### config.mk
export PLATFORM = sky130hd
export DESIGN_NAME = command_line_arg_splitter
export DESIGN_NICKNAME = d
export VERILOG_FILES = /design/src/rtl/cla_pkg.sv /design/src/rtl/cla_step.sv /design/src/rtl/command_line_arg_splitter.sv
export SDC_FILE = /design/constraint.sdc
export NUM_CORES = 1
export LEC_CHECK = 0
export BUFFER_PORTS_ARGS = -buffer_cell sky130_fd_sc_hd__buf_2
export CAP_MARGIN = 20
export CORE_UTILIZATION = 60
export CTS_CLUSTER_SIZE = 8
export DETAILED_ROUTE_END_ITERATION = 7
export GPL_TIMING_DRIVEN = 0
export PLACE_DENSITY = 0.78
export SLEW_MARGIN = 20
export SYNTH_ARGS = -nofsm -noshare
export SYNTH_HDL_FRONTEND = slang
export SYNTH_SLANG_ARGS = --single-unit
export TNS_END_PERCENT = 30
### constraint.sdc
create_clock -name clk_i -period 5 [get_ports clk_i]
set_input_delay 1 -clock clk_i [delete_from_list [all_inputs] [get_ports clk_i]]
set_output_delay 1 -clock clk_i [all_outputs]
set_load 0.01 [all_outputs]
### src/rtl/cla_pkg.sv
`timescale 1ns / 1ps
`default_nettype none

package cla_pkg;

  // Tokenizer modes
  localparam logic [2:0] ModeIdle     = 3'd0;
  localparam logic [2:0] ModeWord     = 3'd1;
  localparam logic [2:0] ModeWordEsc  = 3'd2;
  localparam logic [2:0] ModeQuote    = 3'd3;
  localparam logic [2:0] ModeQuoteEsc = 3'd4;

  // Byte codes
  localparam logic [7:0] ChSpace  = 8'h20;
  localparam logic [7:0] ChTab    = 8'h09;
  localparam logic [7:0] ChLf     = 8'h0A;
  localparam logic [7:0] ChCr     = 8'h0D;
  localparam logic [7:0] ChBslash = 8'h5C;
  localparam logic [7:0] ChDquote = 8'h22;

  // Result kinds
  localparam logic KindChar = 1'b0;
  localparam logic KindEnd  = 1'b1;

  // Output queue depth: two results per byte, plus slack for a full-rate stream
  localparam int unsigned QueueDepth = 4;

  typedef struct packed {
    logic [7:0] ch;
    logic       line_end;
  } in_t;

  typedef struct packed {
    logic       kind;
    logic [7:0] out_byte;
    logic       last_of_run;
  } out_t;

  // Decode of one byte: result count, up to two results, next mode
  typedef struct packed {
    logic [1:0] cnt;
    out_t       r0;
    out_t       r1;
    logic [2:0] mode;
  } step_t;

endpackage

`default_nettype wire

### src/rtl/cla_step.sv
`timescale 1ns / 1ps
`default_nettype none

module cla_step (
  input  var cla_pkg::in_t   item_i,
  input  var logic [2:0]     mode_i,
  output var cla_pkg::step_t step_o
);

  logic [2:0] m;
  logic       cv;
  logic [7:0] cb;
  logic       bv;
  logic       ev;
  logic       blank;
  cla_pkg::out_t a_item;
  cla_pkg::out_t b_item;
  cla_pkg::out_t e_item;

  assign blank = item_i.ch inside {cla_pkg::ChSpace, cla_pkg::ChTab,
                                   cla_pkg::ChLf, cla_pkg::ChCr};

  always_comb begin
    m  = (mode_i > cla_pkg::ModeQuoteEsc) ? cla_pkg::ModeIdle : mode_i;
    cv = 1'b0;
    cb = item_i.ch;
    bv = 1'b0;
    ev = 1'b0;
    // a zero byte is no byte at all
    if (item_i.ch != 8'd0) begin
      case (m)
        cla_pkg::ModeIdle: begin
          if (blank) begin
            m = cla_pkg::ModeIdle;
          end else if (item_i.ch == cla_pkg::ChDquote) begin
            m = cla_pkg::ModeQuote;
          end else if (item_i.ch == cla_pkg::ChBslash) begin
            m = cla_pkg::ModeWordEsc;
          end else begin
            cv = 1'b1;
            m  = cla_pkg::ModeWord;
          end
        end
        cla_pkg::ModeWord: begin
          if (blank) begin
            ev = 1'b1;  // blank closes the token; no line-end marker can follow
            m  = cla_pkg::ModeIdle;
          end else if (item_i.ch == cla_pkg::ChBslash) begin
            m = cla_pkg::ModeWordEsc;
          end else begin
            cv = 1'b1;
          end
        end
        cla_pkg::ModeWordEsc: begin
          cv = 1'b1;
          m  = cla_pkg::ModeWord;
        end
        cla_pkg::ModeQuote: begin
          if (item_i.ch == cla_pkg::ChBslash) begin
            m = cla_pkg::ModeQuoteEsc;
          end else if (item_i.ch == cla_pkg::ChDquote) begin
            ev = 1'b1;
            m  = cla_pkg::ModeIdle;
          end else begin
            cv = 1'b1;
          end
        end
        default: begin
          cv = 1'b1;
          m  = cla_pkg::ModeQuote;
        end
      endcase
    end
    // line end: keep a pending backslash inside quotes, close any open token
    if (item_i.line_end) begin
      bv = (m == cla_pkg::ModeQuoteEsc);
      ev = ev | (m != cla_pkg::ModeIdle);
      m  = cla_pkg::ModeIdle;
    end
  end

  always_comb begin
    a_item = '{kind: cla_pkg::KindChar, out_byte: cb, last_of_run: 1'b0};
    b_item = '{kind: cla_pkg::KindChar, out_byte: cla_pkg::ChBslash, last_of_run: 1'b0};
    e_item = '{kind: cla_pkg::KindEnd, out_byte: 8'd0, last_of_run: 1'b0};

    step_o.mode = m;
    step_o.cnt  = 2'd0;
    step_o.r0   = e_item;
    step_o.r1   = e_item;
    if (cv) begin
      step_o.r0 = a_item;
      step_o.r1 = bv ? b_item : e_item;
      step_o.cnt = (bv || ev) ? 2'd2 : 2'd1;
    end else if (bv) begin
      step_o.r0  = b_item;
      step_o.r1  = e_item;
      step_o.cnt = ev ? 2'd2 : 2'd1;
    end else if (ev) begin
      step_o.r0  = e_item;
      step_o.cnt = 2'd1;
    end
    step_o.r0.last_of_run = (step_o.cnt == 2'd1);
    step_o.r1.last_of_run = 1'b1;
  end

endmodule

`default_nettype wire

### src/rtl/command_line_arg_splitter.sv
`timescale 1ns / 1ps
`default_nettype none

// A byte's result words are written into the 4-entry output queue when it is accepted and are
// offered on out_o from that registered queue, behind any older words still waiting there.
// Throughput: one byte per cycle while bytes yield one word each and out_stall_i stays low; out_o
// moves one word per cycle unless stalled, and the input stalls once three or more words are queued.
// Reset (rst_ni low, asynchronous): mode returns to between tokens, the queue empties;
// queue storage itself is not reset.

module command_line_arg_splitter (
  input  var logic          clk_i,
  input  var logic          rst_ni,
  input  var logic          in_valid_i,
  output var logic          in_stall_o,
  input  var cla_pkg::in_t  in_i,
  output var logic          out_valid_o,
  input  var logic          out_stall_i,
  output var cla_pkg::out_t out_o
);

  localparam int unsigned PtrW = $clog2(cla_pkg::QueueDepth);
  localparam int unsigned CntW = $clog2(cla_pkg::QueueDepth + 1);

  logic [2:0]      mode_q, mode_d;
  logic [PtrW-1:0] wr_ptr_q, wr_ptr_d;
  logic [PtrW-1:0] rd_ptr_q, rd_ptr_d;
  logic [CntW-1:0] cnt_q, cnt_d;
  cla_pkg::out_t   queue_q [cla_pkg::QueueDepth];
  cla_pkg::step_t  step;
  logic            in_acc;
  logic            out_acc;
  logic [1:0]      push_cnt;

  // Byte decode: current mode plus the incoming byte give the next mode
  // and zero, one or two result words.
  cla_step u_step (
    .item_i (in_i),
    .mode_i (mode_q),
    .step_o (step)
  );

  // Room for the worst case of two words must exist before a byte is taken.
  assign in_stall_o  = (cnt_q > CntW'(cla_pkg::QueueDepth - 2));
  assign in_acc      = in_valid_i && !in_stall_o;
  assign out_valid_o = (cnt_q != '0);
  assign out_acc     = out_valid_o && !out_stall_i;
  assign out_o       = queue_q[rd_ptr_q];
  assign push_cnt    = in_acc ? step.cnt : 2'd0;

  always_comb begin
    mode_d   = in_acc ? step.mode : mode_q;
    wr_ptr_d = wr_ptr_q + PtrW'(push_cnt);
    rd_ptr_d = rd_ptr_q + PtrW'(out_acc);
    cnt_d    = cnt_q + CntW'(push_cnt) - CntW'(out_acc);
  end

  always_ff @(posedge clk_i or negedge rst_ni) begin
    if (!rst_ni) begin
      mode_q   <= cla_pkg::ModeIdle;
      wr_ptr_q <= '0;
      rd_ptr_q <= '0;
      cnt_q    <= '0;
    end else begin
      mode_q   <= mode_d;
      wr_ptr_q <= wr_ptr_d;
      rd_ptr_q <= rd_ptr_d;
      cnt_q    <= cnt_d;
    end
  end

  // Queue storage: first word at the write pointer, second right after it.
  always_ff @(posedge clk_i) begin
    if (push_cnt != 2'd0) begin
      queue_q[wr_ptr_q] <= step.r0;
    end
    if (push_cnt == 2'd2) begin
      queue_q[wr_ptr_q + PtrW'(1)] <= step.r1;
    end
  end

`ifndef SYNTH
  a_cnt_bound: assert property (@(posedge clk_i) disable iff (!rst_ni)
    cnt_q <= CntW'(cla_pkg::QueueDepth))
    else $error("output queue overflow");

  a_cnt_track: assert property (@(posedge clk_i) disable iff (!rst_ni)
    1'b1 |=> cnt_q == $past(cnt_q) + CntW'($past(push_cnt)) - CntW'($past(out_acc)))
    else $error("queue count out of step with pushes and pops");

  a_line_end_idle: assert property (@(posedge clk_i) disable iff (!rst_ni)
    in_acc && in_i.line_end |=> mode_q == cla_pkg::ModeIdle)
    else $error("mode not idle after line end");

  a_run_marked: assert property (@(posedge clk_i) disable iff (!rst_ni)
    push_cnt == 2'd1 |-> step.r0.last_of_run)
    else $error("single result word not marked last of run");
`endif

endmodule

`default_nettype wire
==> summary.md <==
| Metric | Value |
|---|---|
| Worst skew pair latency | `0.31 ns` |
| Worst Setup Start Kind | `input pin` |
| CP max-delay cell | `or3_1` |
| DP Wirelength | `between 4000 and 5000 microns` |
| Post-DP Area | `0.00296 sq mm` |
| Vias in the first global route | `1917` |
| Drt via density | `between 5 and 6` |
| Overflow after GRT | `0` |
| Crit path max fanout | `4` |
| Total number of yosys warnings | `0` |
| Clock-pin slew on the worst setup and hold paths | `around 0.090 ns` |
| Setup_tns | `0 ns` |
| Storage cell area | `0.00125 sq mm` |
| Final core occ | `0.692` |
| EDFF count, synth | `20` |
| Share of power burned in registers | `0.438` |
| Postcts setup bufs | `0` |
| Die Wd | `70.2 microns` |
| Antenna cell count | `0` |
| P_leak | `1.20 nW` |
| Switching Fraction | `0.346` |
| Fin area | `0.00305 sq mm` |
| # IOs | `25` |
| CP cell instances | `buf_2 -> or3_1 -> nor3_1 -> a22oi_1 -> o32ai_1 -> a31o_2 -> nand3_1 -> a32o_1 -> ha_1 -> mux2i_1 -> or2_2 -> ha_1 -> inv_1 -> ha_1 -> fa_1 -> xnor2_1 -> xnor2_1` |
| Peak VDD IR | `0.000272 V` |
| Post-CTS Hold Fix Bufs | `0` |
| Worst R2R Setup Slack | `~1.5 ns` |
| Status | `complete, no violations` |
| Max cap viols | `0` |
| Synth Instances | `261` |
| DRC violations left | `0` |
| Crit. Startpoint | `in_i[5]` |
| First-pass GRT wire length | `between 9000 and 10000 microns` |
| Logic pwr share | `0.404` |
| Worst Reg2Reg Path Length in Cells | `15` |
| Area grow syn2layout | `9.51%` |
| Clock buffer depth | `2` |
| FILL cells | `338` |
| Most used cell along the critical path | `ha_1` |
| Total CTS buffers | `5` |
| Worst-Margin Slew | `0.804 ns` |
| Core ar. | `between 0.004 and 0.005 sq mm` |
| Worst stage delay on the critical path | `0.39 ns` |
| Final WL | `5630 microns` |
| Setup WS pre-CTS | `around 0.41 ns` |
| Worst EP required | `5.24 ns` |
| Syn_area_per_cell | `10.7 sq um` |
| Die height | `roughly 70 microns` |
| Seq/Total Area, Yosys | `0.449` |
| Top cells by area, synth | `edfxtp_1 22%, dfxtp_1 14%, dfrtp_1 9.0%, mux4_2 8.1%, ha_1 3.6%` |
| Starting density of the core | `0.632` |
| Final net count | `312` |
| Fin. max-slew vios | `0` |
| Routed length per instance | `about 16 microns` |
| Clk network pwr share | `0.158` |
| Drt first pass iters | `4` |
| Setup-failing EPs final | `0` |
| Initial DRC count | `188` |
| P_sw | `0.506 mW` |
| Seq cells post-synth | `50` |
| Die area | `0.00492 sq mm` |
| Synth Cell Area | `0.00279 sq mm` |
| Worst hold-check path type | `flop to flop` |
| CTS tree | `done` |
| WS Path Type | `input pin to flop` |
| Dominant synthesized flop cell | `edfxtp_1` |
| Mapped Nets | `283` |
| Share of layout cells above drive strength 1 | `0.210` |
| Final Skew | `0.00776 ns` |
| Arr. time, crit path | `4.53 ns` |
| Largest net degree at the start of global routing | `17` |
| Final Hold Fails | `0` |
| Top cell type's share of synthesized area | `0.215` |
| Number of H-tree levels | `2` |
| Unrepaired setup endpoints after global routing | `false` |
| Fin crit period | `4.30 ns` |
| CP endpoint | `cnt_q[2]` |
| Multi-input gate area | `0.00143 sq mm` |
| Internal cell power | `around 0.96 mW` |
| Reg-to-Reg Start | `mode_q[1]` |
| Ys async rst share | `0.200` |
| Top cells by count, synth | `24 x nand2_1, 24 x nor2_1, 20 x dfxtp_1, 20 x edfxtp_1, 16 x inv_1` |
| GRT Total Usage | `0.251` |
| Initial antenna violation count | `0` |
| Critical path endpoint category | `flop` |
| Row count | `24` |
| Post-CTS sizing | `0` |
| Area leader, netlist | `edfxtp_1` |
| Worst slew margin | `0.464` |
| Clock sinks | `50` |
| Unique cell type count in the Yosys netlist | `64` |
| Design Power | `1.46 mW` |
| Root buffer cell | `clkbuf_8` |
| Post-DRT Antenna Nets | `0` |
| Setup ws final | `0.704 ns` |
| Max Freq | `0.233 GHz` |
| GP Congestion | `0.853` |
| P per Cell Area | `478 mW/mm^2` |
| Worst R2R End | `cnt_q[2]` |
| Port bufs | `22` |
| Vias | `2050` |
| Final Cycle Share | `0.859` |
## area by class of cell
cell class / count / share of cell area
inverter: 17 / 0.0209
clock inverter: 3 / 0.00696
tap: 52 / 0.0213
timing repair buffer: 22 / 0.0361
sequential: 50 / 0.410
buffer: 10 / 0.0152
multi-input combinational: 184 / 0.467
clock buffer: 5 / 0.0225
## metrics by stage
stage	hold slack, ns	std cells
2_1_floorplan	0.421	261
3_3_place_gp	0.431	335
3_5_place_dp	0.438	335
4_1_cts	0.451	343
5_1_grt	0.478	343
6_report	0.450	343
## worst max-delay path: cells and delay by family
family	cells	cell delay, ns
buffers and inverters	2	0.17
muxes	1	0.07
AOI/OAI and AO/OA	4	0.83
xor gates and xnor gates	2	0.32
adders and majority gates	4	1.16
and+or+nand+nor	4	0.96
## logic make-up after synthesis
| kind of cell | after synthesis | share of synthesized area |
|---|---|---|
| flops | 50 | 0.449 |
| simple gates | 87 | 0.162 |
| fa+ha+maj | 9 | 0.0431 |
| compound gates | 68 | 0.190 |
| buf+inv | 27 | 0.0395 |
| xor+xnor | 5 | 0.0157 |
| mux | 15 | 0.100 |
## layout by cell type (no fill, tap or decap), types with 2 or more instances in the layout
master / instances
ha_1: 8
nand3_1: 4
a21oi_1: 12
edfxtp_1: 20
dfxtp_1: 20
xnor2_1: 3
clkbuf_1: 4
clkbuf_8: 5
xor2_1: 2
or3_1: 2
o31ai_1: 4
nor3_4: 2
o21a_1: 2
dfrtp_1: 10
a2bb2oi_1: 2
nor2b_1: 4
o2bb2ai_1: 6
a31oi_1: 3
nor2_1: 24
nand2b_1: 5
o22a_1: 2
o211ai_1: 3
nand3b_1: 2
a22o_1: 5
nand2_1: 24
and2_1: 7
mux2i_1: 4
mux4_2: 10
o22ai_1: 4
inv_1: 16
o21ai_0: 7
buf_2: 26
nor3_1: 2
o211ai_2: 3
## power by group through the flow
stage / Combinational (mW) / Clock (mW) / Sequential (mW)
2_1_floorplan: 0.446 / 0 / 0.624
3_3_place_gp: 0.577 / 0 / 0.642
3_5_place_dp: 0.596 / 0 / 0.647
4_1_cts: 0.597 / 0.233 / 0.639
5_1_grt: 0.654 / 0.251 / 0.657
6_report: 0.590 / 0.231 / 0.640
## worst min path at each step
stage / depth (start not counted) / end / start / slack (ns)
after floorplan: 2 / queue_q[2][0] / queue_q[2][0] / 0.42
after global placement: 2 / queue_q[2][0] / queue_q[2][0] / 0.43
after detailed placement: 2 / queue_q[2][0] / queue_q[2][0] / 0.44
after CTS: 2 / queue_q[2][0] / queue_q[2][0] / 0.45
after global routing: 2 / queue_q[1][2] / queue_q[1][2] / 0.48
final: 2 / queue_q[2][0] / queue_q[2][0] / 0.45
## registers in the layout (all words and copies together), names as in the netlist
register and cells:
mode_q 3, wr_ptr_q 2, rd_ptr_q 2, cnt_q 3, queue_q 40
## per-layer routing
layer  up-vias  GRT usage  routed length, microns
li1       1031          -                       -
met1       971      0.335                    2500
met2        42      0.425                    2860
met3         6     0.0433                     204
met4         0     0.0667                      65
met5         -          0                       0
No activity file was read; power rests on OpenSTA's default activity.
